===== src/sv/tpbc_pkg.sv =====
// Types, codes and constants of the T=0 procedure byte controller.
package tpbc_pkg;

    localparam int unsigned HEADER_LEN = 5;
    localparam int unsigned RESP_MAX   = 256;

    localparam logic [7:0] HI_MASK    = 8'hF0;
    localparam logic [7:0] HI_SW1_9X  = 8'h90;
    localparam logic [7:0] HI_SW1_6X  = 8'h60;
    localparam logic [7:0] NULL_BYTE  = 8'h60;
    localparam logic [7:0] INV_MASK   = 8'hFF;

    typedef enum logic [1:0] {
        KIND_START = 2'd0,
        KIND_BYTE  = 2'd1,
        KIND_FAIL  = 2'd2
    } kind_t;

    typedef enum logic [2:0] {
        ACT_HEADER   = 3'd0,
        ACT_SEND     = 3'd1,
        ACT_STORE    = 3'd2,
        ACT_FINISHED = 3'd3,
        ACT_FAILED   = 3'd4
    } action_t;

    typedef enum logic [1:0] {
        ERR_NONE     = 2'd0,
        ERR_CONFLICT = 2'd1,
        ERR_PARITY   = 2'd2,
        ERR_OTHER    = 2'd3
    } err_t;

    typedef enum logic [2:0] {
        PH_IDLE = 3'd0,
        PH_PROC = 3'd1,
        PH_BULK = 3'd2,
        PH_ONE  = 3'd3,
        PH_SW2  = 3'd4
    } phase_t;

    typedef struct packed {
        kind_t      kind;
        logic [7:0] ins;
        logic [7:0] p3;
        logic [8:0] command_length;
        logic [7:0] byte_value;
        logic       parity_error;
    } in_item_t;

    typedef struct packed {
        action_t    action;
        logic [7:0] start_offset;
        logic [8:0] byte_count;
        logic [7:0] data_out;
        logic [7:0] sw1;
        logic [7:0] sw2;
        logic [8:0] response_length;
        err_t       error_code;
        logic       power_off;
    } out_item_t;

    // Registered input item handed to the engine
    typedef struct packed {
        logic     valid;
        in_item_t item;
    } in_step_t;

    // Result of one item: valid only when the item causes a result
    typedef struct packed {
        logic      valid;
        out_item_t item;
    } out_step_t;

endpackage


===== src/sv/tpbc_in_stage.sv =====
// Input register of the T=0 byte controller.
module tpbc_in_stage (
    input  logic                aclk,
    input  logic                aresetn,
    input  logic                s_valid,
    output logic                s_ready,
    input  tpbc_pkg::in_item_t  s_item,
    input  logic                advance,
    output tpbc_pkg::in_step_t  step
);

    logic               in_valid_reg;
    logic               in_valid_next;
    tpbc_pkg::in_item_t in_item_reg;

    // Free when empty or when the held item moves on this cycle
    assign s_ready = !in_valid_reg || advance;

    always_comb begin
        in_valid_next = in_valid_reg;
        if (s_ready) begin
            in_valid_next = s_valid;
        end
    end

    always_ff @(posedge aclk) begin
        if (!aresetn) begin
            in_valid_reg <= 1'b0;
        end else begin
            in_valid_reg <= in_valid_next;
        end
    end

    // Payload, no reset
    always_ff @(posedge aclk) begin
        if (s_valid && s_ready) begin
            in_item_reg <= s_item;
        end
    end

    assign step.valid = in_valid_reg;
    assign step.item  = in_item_reg;

endmodule


===== src/sv/tpbc_engine.sv =====
// Command state and procedure byte judgement of the T=0 byte controller.
module tpbc_engine (
    input  logic                aclk,
    input  logic                aresetn,
    input  tpbc_pkg::in_step_t  step,
    input  logic                advance,
    output tpbc_pkg::out_step_t res
);

    localparam logic [8:0] HdrLen  = 9'(tpbc_pkg::HEADER_LEN);
    localparam logic [8:0] RespMax = 9'(tpbc_pkg::RESP_MAX);

    tpbc_pkg::phase_t phase_reg, phase_next;
    logic [7:0] instr_reg, instr_next;
    logic [8:0] exp_reg, exp_next;
    logic       wdir_reg, wdir_next;
    logic [8:0] rcv_reg, rcv_next;
    logic [8:0] sent_reg, sent_next;
    logic [8:0] bulk_reg, bulk_next;
    logic       wasrx_reg, wasrx_next;
    logic [7:0] sw1_reg, sw1_next;

    logic       fire;
    logic [7:0] b;
    logic [3:0] hi;
    logic       is_sw1;
    logic [8:0] rem_send;
    logic [8:0] rem_recv;
    logic [8:0] bulk_dec;
    logic       one_left;
    logic       rsp_full;
    logic       is_write;

    assign fire = step.valid && advance;
    assign b    = step.item.byte_value;
    assign hi   = b[7:4];

    // Procedure byte classes and remaining counts
    assign is_sw1   = ({hi, 4'h0} == tpbc_pkg::HI_SW1_9X)
                   || (({hi, 4'h0} == tpbc_pkg::HI_SW1_6X) && (b != tpbc_pkg::NULL_BYTE));
    assign rem_send = (exp_reg > sent_reg) ? (exp_reg - sent_reg) : 9'd0;
    assign rem_recv = (exp_reg > rcv_reg) ? (exp_reg - rcv_reg) : 9'd0;
    assign bulk_dec = (bulk_reg != 9'd0) ? (bulk_reg - 9'd1) : 9'd0;
    assign one_left = (sent_reg < exp_reg);
    assign rsp_full = (rcv_reg >= RespMax);
    assign is_write = (step.item.command_length > HdrLen);

    // Next state and result of the held item
    always_comb begin
        phase_next = phase_reg;
        instr_next = instr_reg;
        exp_next   = exp_reg;
        wdir_next  = wdir_reg;
        rcv_next   = rcv_reg;
        sent_next  = sent_reg;
        bulk_next  = bulk_reg;
        wasrx_next = wasrx_reg;
        sw1_next   = sw1_reg;
        res        = '0;

        case (step.item.kind)
            tpbc_pkg::KIND_START: begin
                instr_next = step.item.ins;
                wdir_next  = is_write;
                if (is_write) begin
                    exp_next = {1'b0, step.item.p3};
                end else if ((step.item.command_length == 9'd4)
                          || (step.item.p3 == 8'd0)) begin
                    exp_next = RespMax;
                end else begin
                    exp_next = {1'b0, step.item.p3};
                end
                rcv_next              = '0;
                sent_next             = '0;
                bulk_next             = '0;
                wasrx_next            = 1'b0;
                sw1_next              = '0;
                phase_next            = tpbc_pkg::PH_PROC;
                res.valid             = 1'b1;
                res.item.action       = tpbc_pkg::ACT_HEADER;
                res.item.byte_count   = HdrLen;
            end
            tpbc_pkg::KIND_FAIL: begin
                if (phase_reg != tpbc_pkg::PH_IDLE) begin
                    res.valid                = 1'b1;
                    res.item.action          = tpbc_pkg::ACT_FAILED;
                    res.item.response_length = rcv_reg;
                    res.item.error_code      = step.item.parity_error
                                             ? tpbc_pkg::ERR_PARITY : tpbc_pkg::ERR_OTHER;
                    res.item.power_off       = step.item.parity_error && wasrx_reg;
                    phase_next               = tpbc_pkg::PH_IDLE;
                end
            end
            tpbc_pkg::KIND_BYTE: begin
                case (phase_reg)
                    tpbc_pkg::PH_PROC: begin
                        if (b == instr_reg) begin
                            // all remaining data
                            if (wdir_reg) begin
                                res.valid             = 1'b1;
                                res.item.action       = tpbc_pkg::ACT_SEND;
                                res.item.start_offset = sent_reg[7:0];
                                res.item.byte_count   = rem_send;
                                sent_next             = sent_reg + rem_send;
                                wasrx_next            = 1'b0;
                            end else begin
                                wasrx_next = 1'b1;
                                if (rem_recv != 9'd0) begin
                                    bulk_next  = rem_recv;
                                    phase_next = tpbc_pkg::PH_BULK;
                                end
                            end
                        end else if (is_sw1) begin
                            sw1_next   = b;
                            wasrx_next = 1'b1;
                            phase_next = tpbc_pkg::PH_SW2;
                        end else if (b == tpbc_pkg::NULL_BYTE) begin
                            // null byte: keep waiting
                        end else if (b == (instr_reg ^ tpbc_pkg::INV_MASK)) begin
                            // one byte
                            if (wdir_reg) begin
                                res.valid             = 1'b1;
                                res.item.action       = tpbc_pkg::ACT_SEND;
                                res.item.start_offset = sent_reg[7:0];
                                res.item.byte_count   = {8'd0, one_left};
                                sent_next             = sent_reg + {8'd0, one_left};
                                wasrx_next            = 1'b0;
                            end else begin
                                wasrx_next = 1'b1;
                                phase_next = tpbc_pkg::PH_ONE;
                            end
                        end else begin
                            res.valid                = 1'b1;
                            res.item.action          = tpbc_pkg::ACT_FAILED;
                            res.item.response_length = rcv_reg;
                            res.item.error_code      = tpbc_pkg::ERR_CONFLICT;
                            phase_next               = tpbc_pkg::PH_IDLE;
                        end
                    end
                    tpbc_pkg::PH_BULK, tpbc_pkg::PH_ONE: begin
                        if (phase_reg == tpbc_pkg::PH_BULK) begin
                            bulk_next = bulk_dec;
                            if (bulk_dec == 9'd0) begin
                                phase_next = tpbc_pkg::PH_PROC;
                            end
                        end else begin
                            phase_next = tpbc_pkg::PH_PROC;
                        end
                        // store unless the response buffer is full
                        if (!rsp_full) begin
                            res.valid             = 1'b1;
                            res.item.action       = tpbc_pkg::ACT_STORE;
                            res.item.start_offset = rcv_reg[7:0];
                            res.item.data_out     = b;
                            rcv_next              = rcv_reg + 9'd1;
                        end
                    end
                    tpbc_pkg::PH_SW2: begin
                        res.valid                = 1'b1;
                        res.item.action          = tpbc_pkg::ACT_FINISHED;
                        res.item.sw1             = sw1_reg;
                        res.item.sw2             = b;
                        res.item.response_length = rcv_reg + 9'd2;
                        phase_next               = tpbc_pkg::PH_IDLE;
                    end
                    default: begin
                        // idle: card bytes ignored
                    end
                endcase
            end
            default: begin
                // reserved kind: ignored
            end
        endcase

        if (!step.valid) begin
            res.valid = 1'b0;
        end
    end

    always_ff @(posedge aclk) begin
        if (!aresetn) begin
            phase_reg <= tpbc_pkg::PH_IDLE;
            instr_reg <= '0;
            exp_reg   <= '0;
            wdir_reg  <= 1'b0;
            rcv_reg   <= '0;
            sent_reg  <= '0;
            bulk_reg  <= '0;
            wasrx_reg <= 1'b0;
            sw1_reg   <= '0;
        end else if (fire) begin
            phase_reg <= phase_next;
            instr_reg <= instr_next;
            exp_reg   <= exp_next;
            wdir_reg  <= wdir_next;
            rcv_reg   <= rcv_next;
            sent_reg  <= sent_next;
            bulk_reg  <= bulk_next;
            wasrx_reg <= wasrx_next;
            sw1_reg   <= sw1_next;
        end
    end

endmodule


===== src/sv/tpbc_out_stage.sv =====
// Result register of the T=0 byte controller.
module tpbc_out_stage (
    input  logic                aclk,
    input  logic                aresetn,
    input  tpbc_pkg::out_step_t res,
    output logic                advance,
    output logic                m_valid,
    input  logic                m_ready,
    output tpbc_pkg::out_item_t m_item
);

    logic                m_valid_reg;
    logic                m_valid_next;
    tpbc_pkg::out_item_t m_item_reg;

    // Loads when empty or when the held item is taken
    assign advance = !m_valid_reg || m_ready;

    always_comb begin
        m_valid_next = m_valid_reg;
        if (advance) begin
            m_valid_next = res.valid;
        end
    end

    always_ff @(posedge aclk) begin
        if (!aresetn) begin
            m_valid_reg <= 1'b0;
        end else begin
            m_valid_reg <= m_valid_next;
        end
    end

    always_ff @(posedge aclk) begin
        if (advance && res.valid) begin
            m_item_reg <= res.item;
        end
    end

    assign m_valid = m_valid_reg;
    assign m_item  = m_item_reg;

endmodule


===== src/sv/t0_procedure_byte_controller.sv =====
// Top level of the T=0 procedure byte controller.
//
//   channel  | direction | handshake          | payload
//   ---------+-----------+--------------------+---------------------
//   s_       | in        | s_valid / s_ready  | s_item  (in_item_t)
//   m_       | out       | m_valid / m_ready  | m_item  (out_item_t)
//
// From acceptance an item passes the input register, judgement against the
// command state and the result register.
// One item per cycle is sustained while results are taken; the only loop is
// the state update.
// A stalled result holds the pipeline; the input register still takes
// one item while the result waits.
// Synchronous active-low reset clears the state to idle; no clearing pass.
module t0_procedure_byte_controller (
    input  logic                aclk,
    input  logic                aresetn,
    input  logic                s_valid,
    output logic                s_ready,
    input  tpbc_pkg::in_item_t  s_item,
    output logic                m_valid,
    input  logic                m_ready,
    output tpbc_pkg::out_item_t m_item
);

    logic                advance;
    tpbc_pkg::in_step_t  step;
    tpbc_pkg::out_step_t res;

    tpbc_in_stage u_in (
        .aclk    (aclk),
        .aresetn (aresetn),
        .s_valid (s_valid),
        .s_ready (s_ready),
        .s_item  (s_item),
        .advance (advance),
        .step    (step)
    );

    tpbc_engine u_engine (
        .aclk    (aclk),
        .aresetn (aresetn),
        .step    (step),
        .advance (advance),
        .res     (res)
    );

    tpbc_out_stage u_out (
        .aclk    (aclk),
        .aresetn (aresetn),
        .res     (res),
        .advance (advance),
        .m_valid (m_valid),
        .m_ready (m_ready),
        .m_item  (m_item)
    );

endmodule


===== config.mk =====
export PLATFORM = sky130hd
export DESIGN_NAME = t0_procedure_byte_controller
export DESIGN_NICKNAME = d
export VERILOG_FILES = /design/src/sv/tpbc_pkg.sv /design/src/sv/tpbc_in_stage.sv /design/src/sv/tpbc_engine.sv /design/src/sv/tpbc_out_stage.sv /design/src/sv/t0_procedure_byte_controller.sv
export SDC_FILE = /design/constraint.sdc
export NUM_CORES = 1
export LEC_CHECK = 0
export BUFFER_PORTS_ARGS = -buffer_cell sky130_fd_sc_hd__buf_2
export CAP_MARGIN = 20
export CORE_MARGIN = 2
export CORE_UTILIZATION = 40
export CTS_CLUSTER_DIAMETER = 50
export DETAILED_ROUTE_END_ITERATION = 7
export PLACE_DENSITY_LB_ADDON = 0.12
export SLEW_MARGIN = 20
export SYNTH_ARGS = -nofsm -noshare
export SYNTH_HDL_FRONTEND = slang
export SYNTH_SLANG_ARGS = --single-unit

===== constraint.sdc =====
create_clock -name aclk -period 9.5 [get_ports aclk]
set_input_delay 0.95 -clock aclk [delete_from_list [all_inputs] [get_ports aclk]]
set_output_delay 0.95 -clock aclk [all_outputs]
set_load 0.01 [all_outputs]

==> results.py, run 1 <==
metrics = {
    "floorplanning": {
        "coreArea_mm2": 0.01946,
        "die_h_um": 144.7,
        "start_util_pct": 40.69,
        "die_x_um": 144.7,
        "row_count": 51,
        "design.portCount": 98,
        "die_area_mm2": 0.02094,
    },
    "synthesis": {
        "syn-cell-area_mm2": 0.007919,
        "yosys_warnings": 0,
        "ys_seq_area_share_pct": 49.80,
        "syn_nets": 896,
        "synth_edf_count": 92,
        "ys_types": 68,
        "yosys.area.top_type_share_pct": 34.89,
        "synthArstFlopShare_pct": 0,
        "ys_top_cells_by_area": "edfxtp_1, dfxtp_1, ha_1",
        "ys_seq_elements": 151,
        "syn_inst": 819,
        "synth.avg_cell_area_um2": 9.669,
        "synth_top_flop_cell": "edfxtp_1",
        "synth_area_leader_cell": "edfxtp_1",
    },
    "clocking": {
        "clk_latency_ns": 0.43,
        "cts_max_path_buffers": 2,
        "cts_max_level": 4,
        "tritoncts": "built",
        "ctsResizeCount": 0,
        "cts_hold_repair.buffers": 0,
        "cts_buffers": 17,
        "clk_pin_slew_worst_paths_ns": 0.06,
        "cts-root-buf": "clkbuf_16",
        "cts_sinks": 151,
        "cts.repair_timing.setup_buffer_count": 0,
    },
    "placement": {
        "gp_congestion": 0.9004,
        "place_ws_ns": 4.588,
        "dp_hpwl_mm": 14.72,
        "placed_area_mm2": 0.008651,
        "io_buffer_count": 97,
    },
    "layout": {
        "drive_above_1_share_pct": 15.40,
        "area_delta_synth_final_pct": 16.35,
        "num-nets-final": 986,
        "nFillCells": 1849,
        "diodes": 0,
        "fin_area_mm2": 0.009214,
        "largest_register_ffs": 56,
    },
    "worst_setup_path": {
        "critPathRequiredTime_ns": 9.85,
        "path_cells": "inv_1, ha_1, nor2b_1, o31ai_1, nand3_1, a221oi_1, a21oi_1, a21boi_0, ha_1, fa_1, a21oi_1, o211ai_1, a2111oi_0, nor2_1, or4_1, a2111o_1, o211ai_1",
        "r2r_cells": 17,
        "path_buf_inv": 1,
        "start_kind": "flip-flop",
        "crit_fanout": 4,
        "crit_type": "flip-flop to flip-flop",
        "rrSetupSlack_ns": 4.59,
        "crit_path_end_kind": "flip-flop",
        "reg2reg_from": "u_engine.sent_reg[1]$_SDFFE_PN0P_",
        "rr_endpoint": "u_engine.sent_reg[8]$_SDFFE_PN0P_",
        "crit_arrival_ns": 5.26,
        "crit_family": "compound AO/OA/AOI/OAI gates",
        "crit_path_max_incr_delay_ns": 0.53,
        "cp_slowest_cell": "a2111oi_0",
    },
    "sta": {
        "finalWorstSetupSlack_ns": 4.590,
        "setup_tns_ns": 0,
        "fmax_ghz": 0.2037,
        "slew_headroom_pct": 27.06,
        "post-route-period-util_pct": 51.68,
        "tightest_slew_ns": 1.079,
        "fin_crit_ns": 4.910,
        "hold_slack_ns": 0.4678,
        "rsz0062_at_grt": "false",
        "setup_viol": 0,
        "drv_slew": 0,
        "finClkSkew_ns": 0.01265,
        "finalHoldViolCount": 0,
    },
    "detailed_routing": {
        "vias_per_cell": 5.366,
        "ant_nets": 0,
        "routedWlPerCell_um": 16.97,
        "dr.pass1.iters": 5,
        "drc": 0,
        "drt-total-wl_mm": 20.15,
        "via_count": 6370,
        "drtIter0Drc": 369,
    },
    "pwr": {
        "power.leakage_nw": 3.388,
        "power_density_mw_per_mm2": 158.8,
        "vdd_ir_drop_max_mv": 0.1118,
    },
    "min_path": {
        "worstHoldEndpoint": "u_engine.sw1_reg[0]$_SDFFE_PN0P_",
        "holdCritStartpoint": "u_engine.sw1_reg[0]$_SDFFE_PN0P_",
        "hold_path.class": "flip-flop to flip-flop",
        "min_path_cells": 2,
    },
    "outcome": {
        "status": "completed",
    },
    "global_route": {
        "grtUsageTotal_pct": 19.68,
        "busiest_layer": "met2",
        "grt_max_degree": 57,
        "met3_usage_pct": 3.389,
        "antenna_found_initial": 0,
        "met2_usage_pct": 31.30,
        "grt_pass1_wl_mm": 31.57,
        "met1_usage_pct": 27.85,
        "grt_overflow": 0,
        "grt_pass1_vias": 5962,
    },
    "flow_run": {
        "drv_cap": 0,
    },
}
through the flow:
step	utilization [%]	power, mW	std cells
after CTS	47.34	1.477	1187
after global routing	47.34	1.512	1187
after detailed placement	44.45	0.8317	1155
after floorplan	-	0.7949	819
after global placement	44.45	0.8318	1155
final	47.34	1.464	1187
layout make-up:
| type | count | area [um2] | share of cell area (%) |
|---|---|---|---|
| inverter | 42 | 157.7 | 1.711 |
| clock inverter | 14 | 133.9 | 1.453 |
| clock buffer | 18 | 429.2 | 4.658 |
| timing repair buffer | 101 | 515.5 | 5.595 |
| sequential | 151 | 3944 | 42.80 |
| multi-input combinational | 596 | 3702 | 40.18 |
| tap | 265 | 331.6 | 3.599 |
cells in the mapped netlist, drive strengths merged (14+ instances only):
cell,n
dfxtp,59
and3,16
xor2,16
mux2i,15
nand2,79
nand3,24
inv,41
clkbuf,22
nand2b,18
o21ai,46
a22oi,18
ha,34
nor4,14
edfxtp,92
a21oi,50
nor2,110
nor3,14
cell families after synthesis:
| logic type | count (synthesis) | synth area share, % |
|---|---|---|
| DFF | 151 | 49.80 |
| and+or+nand+nor | 329 | 20.10 |
| AOI/OAI and AO/OA | 185 | 15.18 |
| adders and majority gates | 37 | 6.131 |
| buffers and inverters | 72 | 3.539 |
| muxes | 16 | 2.038 |
| xor gates and xnor gates | 29 | 3.207 |
metal layers:
metal,vias up,part of all wire [%],wire length [um]
met5,-,0,0
met4,0,1.2,236
met3,16,4.7,945
met2,173,46,9276
met1,3029,48,9688
li1,3152,-,-
report_power, final:
part           switching (mW)  internal (mW)  total (mW)
registers              0.0108          0.709       0.720
logic                  0.0628         0.0343      0.0971
clock network           0.301          0.346       0.646
tightest hold or removal path: stages, from the launching register on:
cell and delay (ns):
dfxtp_1 0.30, nand2b_1 0.06, a21oi_1 0.06
worst max-delay path by stage:
stage,depth (start not counted),from,slack (ns),end
2_1_floorplan,7,u_in.step[1]$_DFFE_PP_,5.02,u_out.m_item[0]$_SDFFCE_PN0P_
3_3_place_gp,17,u_engine.sent_reg[1]$_SDFFE_PN0P_,4.74,u_engine.sent_reg[8]$_SDFFE_PN0P_
3_5_place_dp,17,u_engine.sent_reg[1]$_SDFFE_PN0P_,4.59,u_engine.sent_reg[8]$_SDFFE_PN0P_
4_1_cts,17,u_engine.sent_reg[1]$_SDFFE_PN0P_,4.58,u_engine.sent_reg[8]$_SDFFE_PN0P_
5_1_grt,17,u_engine.sent_reg[1]$_SDFFE_PN0P_,4.09,u_engine.sent_reg[8]$_SDFFE_PN0P_
6_report,17,u_engine.sent_reg[1]$_SDFFE_PN0P_,4.59,u_engine.sent_reg[8]$_SDFFE_PN0P_
cells in the final DEF (no fill, tap or decap), types with 5 or more instances in the layout:
cell type and n:
a211oi_1 10, nand3_1 24, a21oi_1 50, nand2b_1 18, o211ai_1 6, o21a_1 8, xor2_1 16, buf_2 97
clkbuf_16 17, a31oi_1 5, nor2_1 109, o21ai_0 44, and3_1 16, ha_1 34, xnor2_1 13, nor2b_1 8
o31ai_1 7, nand4_1 7, a22oi_1 18, edfxtp_1 92, nor3_1 14, nor4_1 11, mux2i_1 15, and2_1 12
inv_1 41, dfxtp_1 59, or3_1 8, nand2_1 79
(Power assumes the default switching activity.)
==> run 2, diff against run 1 <==
==> constraint.sdc (replaced) <==
create_clock -name aclk -period 4.86 [get_ports aclk]
set_input_delay 0.486 -clock aclk [delete_from_list [all_inputs] [get_ports aclk]]
set_output_delay 0.486 -clock aclk [all_outputs]
set_load 0.01 [all_outputs]
==> run 2 against run 1 <==
Clock skew shrank 0.0019 ns. Register-to-register slack lost 4.2 ns. Clock power grew 100%. Cell area grew 1.1%. Highest routed layer is now met5. First-iteration DRC count grew 16%. Wire length shrank 0.63%.
==> results.py, run 2 (synthesis results as in run 1) <==
metrics = {
    "worst_setup_path": {
        "start_kind": "flip-flop",
        "crit_type": "flip-flop to flip-flop",
        "critPathRequiredTime_ns": 5.21,
        "crit_fanout": 4,
        "crit_arrival_ns": 4.82,
        "crit_path_end_kind": "flip-flop",
    },
    "floorplanning": {
        "die_x_um": 144.7,
        "die_area_mm2": 0.02094,
        "design.portCount": 98,
        "die_h_um": 144.7,
        "start_util_pct": 40.69,
        "row_count": 51,
        "coreArea_mm2": 0.01946,
    },
    "sta": {
        "slew_headroom_pct": 33.89,
        "finClkSkew_ns": 0.01073,
        "tightest_slew_ns": 0.9917,
        "finalHoldViolCount": 0,
        "drv_slew": 0,
        "fmax_ghz": 0.2235,
        "setup_viol": 0,
        "fin_crit_ns": 4.474,
        "hold_slack_ns": 0.2306,
        "post-route-period-util_pct": 92.06,
        "rsz0062_at_grt": "false",
        "setup_tns_ns": 0,
    },
    "detailed_routing": {
        "ant_nets": 0,
        "drc": 0,
        "dr_wl_met3_um": 930,
        "via_count": 6383,
        "dr.max_layer_used": "met5",
        "m1WireLength_mm": 9.530,
        "drt-total-wl_mm": 20.02,
        "routedWlPerCell_um": 16.77,
        "vias_per_cell": 5.346,
        "dr.pass1.iters": 5,
        "drtIter0Drc": 428,
        "wl_met2_mm": 9.360,
    },
    "placement": {
        "dp_hpwl_mm": 14.86,
        "gp_congestion": 0.8760,
        "placed_area_mm2": 0.008696,
        "io_buffer_count": 97,
    },
    "global_route": {
        "grt_max_degree": 44,
        "grt_pass1_wl_mm": 31.54,
        "grt_pass1_vias": 6013,
        "antenna_found_initial": 1,
        "grtUsageTotal_pct": 19.63,
        "grt_overflow": 0,
    },
    "outcome": {
        "status": "completed",
    },
    "pwr": {
        "p_int_mw": 2.187,
        "power_density_mw_per_mm2": 314.1,
        "power.leakage_nw": 3.445,
        "seq_power_share_pct": 48.1,
        "clockPowerShare_pct": 45.2,
        "net-switching-power_mw": 0.7382,
        "switching_share_pct": 25.23,
        "combPwrFrac_pct": 6.7,
        "vdd_ir_drop_max_mv": 0.2548,
    },
    "layout": {
        "fin_area_mm2": 0.009313,
        "num-nets-final": 993,
        "area_delta_synth_final_pct": 17.60,
        "largest_register_ffs": 56,
        "final_cell_mix": "nor2_1, buf_2, edfxtp_1",
        "mostFrequentLayoutCell": "nor2_1",
        "diodes": 0,
        "drive_above_1_share_pct": 16.47,
    },
    "flow_run": {
        "drv_cap": 0,
    },
    "clocking": {
        "tritoncts": "built",
        "clk_pin_slew_worst_paths_ns": 0.07,
        "cts_max_path_buffers": 2,
        "clk_latency_ns": 0.43,
        "cts_buffers": 17,
        "cts_max_level": 4,
        "cts-root-buf": "clkbuf_16",
        "cts_sinks": 151,
    },
    "min_path": {
        "hold_path.class": "input pin to flip-flop",
    },
}
==> run 2: worst max-delay path, cell delays in order, from the launching register on <==
cell and delay, ns:
dfxtp_2 0.37, inv_1 0.10, ha_1 0.32, nor2b_1 0.15
o31ai_2 0.22, nand3_1 0.15, a221oi_2 0.30, a21oi_1 0.12
a21boi_0 0.16, ha_1 0.25, fa_1 0.43, a21oi_1 0.17
o211ai_1 0.14, a2111oi_2 0.32, buf_4 0.17, nor2_1 0.04
or4_1 0.46, a2111o_1 0.43, o211ai_1 0.09
==> run 2: layout make-up <==
class                      count  area [um2]
tap                          265       331.6
sequential                   151        3945
inverter                      42       157.7
multi-input combinational    596        3720
clock buffer                  17       425.4
fill                        1877       10150
clock inverter                15       165.2
timing repair buffer         108       568.0
==> run 2: repair_timing <==
item                                   CTS  global route
endpoints found under the hold margin    0             0
setup buffers                            0             1
hold buffers                             0             0
setup endpoints to repair                0             1
resized for setup                        0             5
==> run 2: power by group through the flow <==
stage	logic, mW	registers, mW	clock network [mW]
after floorplan	0.121	1.43	0
after global placement	0.194	1.44	0
after detailed placement	0.193	1.44	0
after CTS	0.194	1.41	1.34
after global routing	0.219	1.41	1.40
final	0.196	1.41	1.32
==> run 2: worst paths after layout <==
check | start | endpoint | slack (ns) | cells after the start
worst min register to register | u_engine.instr_reg[7]$_SDFFE_PN0P_ | u_engine.instr_reg[7]$_SDFFE_PN0P_ | 0.47 | 2
worst max register to register | u_engine.sent_reg[1]$_SDFFE_PN0P_ | u_engine.sent_reg[8]$_SDFFE_PN0P_ | 0.39 | 18
worst max-delay path | u_engine.sent_reg[1]$_SDFFE_PN0P_ | u_engine.sent_reg[8]$_SDFFE_PN0P_ | 0.39 | 18
worst min-delay path | s_item[10] | u_in.step[10]$_DFFE_PP_ | 0.23 | 1
==> run 2: metal layers <==
metal / up-vias / global-route usage (%)
met5: - / 0
met4: 2 / 4.548
met3: 18 / 3.916
met2: 173 / 31.70
met1: 3017 / 27.31
li1: 3173 / -
==> run 2: stage by stage <==
step	std cells	util (%)	power (mW)	setup slack, ns
after detailed placement	1161	44.68	1.630	0.1004
after global routing	1194	47.85	3.026	0.09380
final	1194	47.85	2.926	0.3861
after CTS	1193	47.71	2.941	0.05396
after floorplan	819	-	1.554	0.3792
after global placement	1161	44.68	1.630	0.1905
==> run 3, diff against run 2 <==
--- a/config.mk
+++ b/config.mk
@@ -11,7 +11,9 @@
 export CORE_UTILIZATION = 40
 export CTS_CLUSTER_DIAMETER = 50
 export DETAILED_ROUTE_END_ITERATION = 7
+export MAX_ROUTING_LAYER = met4
 export PLACE_DENSITY_LB_ADDON = 0.12
+export SETUP_SLACK_MARGIN = 0.3
 export SLEW_MARGIN = 20
 export SYNTH_ARGS = -nofsm -noshare
 export SYNTH_HDL_FRONTEND = slang
==> run 3 against run 2 <==
First-iteration DRC count is 29% higher. Wire length is 0.90% higher. Die area stayed put. Non-clock buffer count stayed put. Critical endpoint unchanged.
==> results.py, run 3 (synthesis results as in run 1) <==
metrics = {
    "floorplanning": {
        "design.portCount": 98,
        "die_x_um": 144.7,
        "coreArea_mm2": 0.01946,
        "die_h_um": 144.7,
        "row_count": 51,
        "start_util_pct": 40.69,
        "die_area_mm2": 0.02094,
    },
    "worst_setup_path": {
        "cp_slowest_cell": "or4_4",
        "crit_path_end_kind": "flip-flop",
        "rrSetupSlack_ns": 0.53,
        "crit_arrival_ns": 4.69,
        "crit_family": "compound AO/OA/AOI/OAI gates",
        "crit_path_max_incr_delay_ns": 0.43,
        "critPathRequiredTime_ns": 5.22,
        "start_kind": "flip-flop",
        "crit_type": "flip-flop to flip-flop",
        "crit_fanout": 4,
        "path_cells": "inv_1, ha_1, nor2b_1, o31ai_2, nand3_2, a221oi_4, a21oi_2, a21boi_0, ha_2, fa_2, a21oi_2, o211ai_1, a2111oi_2, buf_4, nor2_1, or4_4, a2111o_1, o211ai_1",
        "path_buf_inv": 2,
    },
    "global_route": {
        "grt_overflow": 0,
        "grtUsageTotal_pct": 20.51,
        "met3_usage_pct": 2.863,
        "antenna_found_initial": 0,
        "busiest_layer": "met2",
        "grt_max_degree": 44,
        "grt_pass1_wl_mm": 31.90,
        "met1_usage_pct": 28.09,
        "grt_pass1_vias": 6107,
        "met2_usage_pct": 31.48,
    },
    "pwr": {
        "clockPowerShare_pct": 45.1,
        "switching_share_pct": 25.29,
        "power_density_mw_per_mm2": 313.5,
        "power.leakage_nw": 3.443,
        "seq_power_share_pct": 48.1,
        "power_mw": 2.929,
        "net-switching-power_mw": 0.7408,
        "vdd_ir_drop_max_mv": 0.2249,
        "p_int_mw": 2.188,
        "combPwrFrac_pct": 6.8,
    },
    "clocking": {
        "cts_sinks": 151,
        "tritoncts": "built",
        "cts_buffers": 17,
        "clk_pin_slew_worst_paths_ns": 0.07,
        "cts_max_level": 4,
        "cts-root-buf": "clkbuf_16",
        "cts_max_path_buffers": 2,
        "clk_latency_ns": 0.43,
        "cts_hold_repair.buffers": 0,
    },
    "layout": {
        "mostFrequentLayoutCell": "nor2_1",
        "num-nets-final": 993,
        "area_delta_synth_final_pct": 17.98,
        "largest_register_ffs": 56,
        "drive_above_1_share_pct": 17.12,
        "fin_area_mm2": 0.009343,
        "diodes": 0,
        "final_cell_mix": "nor2_1, buf_2, edfxtp_1",
    },
    "detailed_routing": {
        "dr.pass1.iters": 8,
        "drtIter0Drc": 551,
        "ant_nets": 0,
        "routedWlPerCell_um": 16.92,
        "via_count": 6357,
        "drc": 0,
        "vias_per_cell": 5.324,
        "drt-total-wl_mm": 20.20,
    },
    "sta": {
        "setup_tns_ns": 0,
        "finalHoldViolCount": 0,
        "post-route-period-util_pct": 89.19,
        "finClkSkew_ns": 0.01230,
        "fmax_ghz": 0.2307,
        "fin_crit_ns": 4.335,
        "drv_slew": 0,
        "tightest_slew_ns": 1.012,
        "rsz0062_at_grt": "false",
        "setup_viol": 0,
        "finalWorstSetupSlack_ns": 0.5254,
        "slew_headroom_pct": 31.55,
    },
    "placement": {
        "gp_congestion": 0.9254,
        "io_buffer_count": 97,
        "dp_hpwl_mm": 14.95,
        "placed_area_mm2": 0.008696,
        "place_ws_ns": 0.1285,
    },
    "outcome": {
        "status": "completed",
    },
    "flow_run": {
        "drv_cap": 0,
    },
    "min_path": {
        "hold_path.class": "input pin to flip-flop",
    },
}
## run 3: cell counts in the layout (fill, tap and decap cells not counted)
Identical to the previous run, type by type.
## run 3: worst paths after layout
kind                                         to                          startpoint  cells past startpoint
min reg2reg  u_engine.instr_reg[4]$_SDFFE_PN0P_  u_engine.instr_reg[4]$_SDFFE_PN0P_                      2
max           u_engine.sent_reg[8]$_SDFFE_PN0P_   u_engine.sent_reg[1]$_SDFFE_PN0P_                     18
max reg2reg   u_engine.sent_reg[8]$_SDFFE_PN0P_   u_engine.sent_reg[1]$_SDFFE_PN0P_                     18
min                     u_in.step[10]$_DFFE_PP_                          s_item[10]                      1
## run 3: metrics by stage
step                      hold slack [ns]  cells  util (%)
after detailed placement           0.4587   1161     44.68
after CTS                          0.2150   1193     47.77
after floorplan                    0.4453    819         -
final                              0.2302   1194     48.00
after global placement             0.4540   1161     44.68
after global routing               0.2153   1194     48.00
## run 3: worst reg2reg max path, delay by kind of cell, from the launching register on
| kind | cells | cell delay [ns] |
|---|---|---|
| AOI/OAI and AO/OA | 9 | 1.95 |
| adders and majority gates | 3 | 0.92 |
| and+or+nand+nor | 4 | 0.76 |
| DFF | 1 | 0.36 |
| buffers and inverters | 2 | 0.28 |
## run 3: power by group through the flow
| stage | logic (mW) | clock network, mW | registers [mW] |
|---|---|---|---|
| 2_1_floorplan | 0.121 | 0 | 1.43 |
| 3_3_place_gp | 0.195 | 0 | 1.44 |
| 3_5_place_dp | 0.195 | 0 | 1.44 |
| 4_1_cts | 0.197 | 1.34 | 1.41 |
| 5_1_grt | 0.222 | 1.39 | 1.41 |
| 6_report | 0.200 | 1.32 | 1.41 |
## run 3: metal layers
| layer | part of all wire (%) | vias up |
|---|---|---|
| met5 | 0 | - |
| met1 | 49 | 2990 |
| met2 | 46 | 165 |
| met4 | 1.7 | 0 |
| li1 | - | 3178 |
| met3 | 3.5 | 24 |
## run 3: final cells by class
type | count | area, um2
clock buffer | 17 | 425.4
clock inverter | 15 | 162.7
fill | 1838 | 10120
inverter | 42 | 157.7
multi-input combinational | 596 | 3752
sequential | 151 | 3945
tap | 265 | 331.6
timing repair buffer | 108 | 568.0
## run 3: timing repair
item	4_1_cts	5_1_grt
resized for setup	4	8
endpoints found under the setup margin	1	1
setup buffers	0	1
pin swaps	2	4
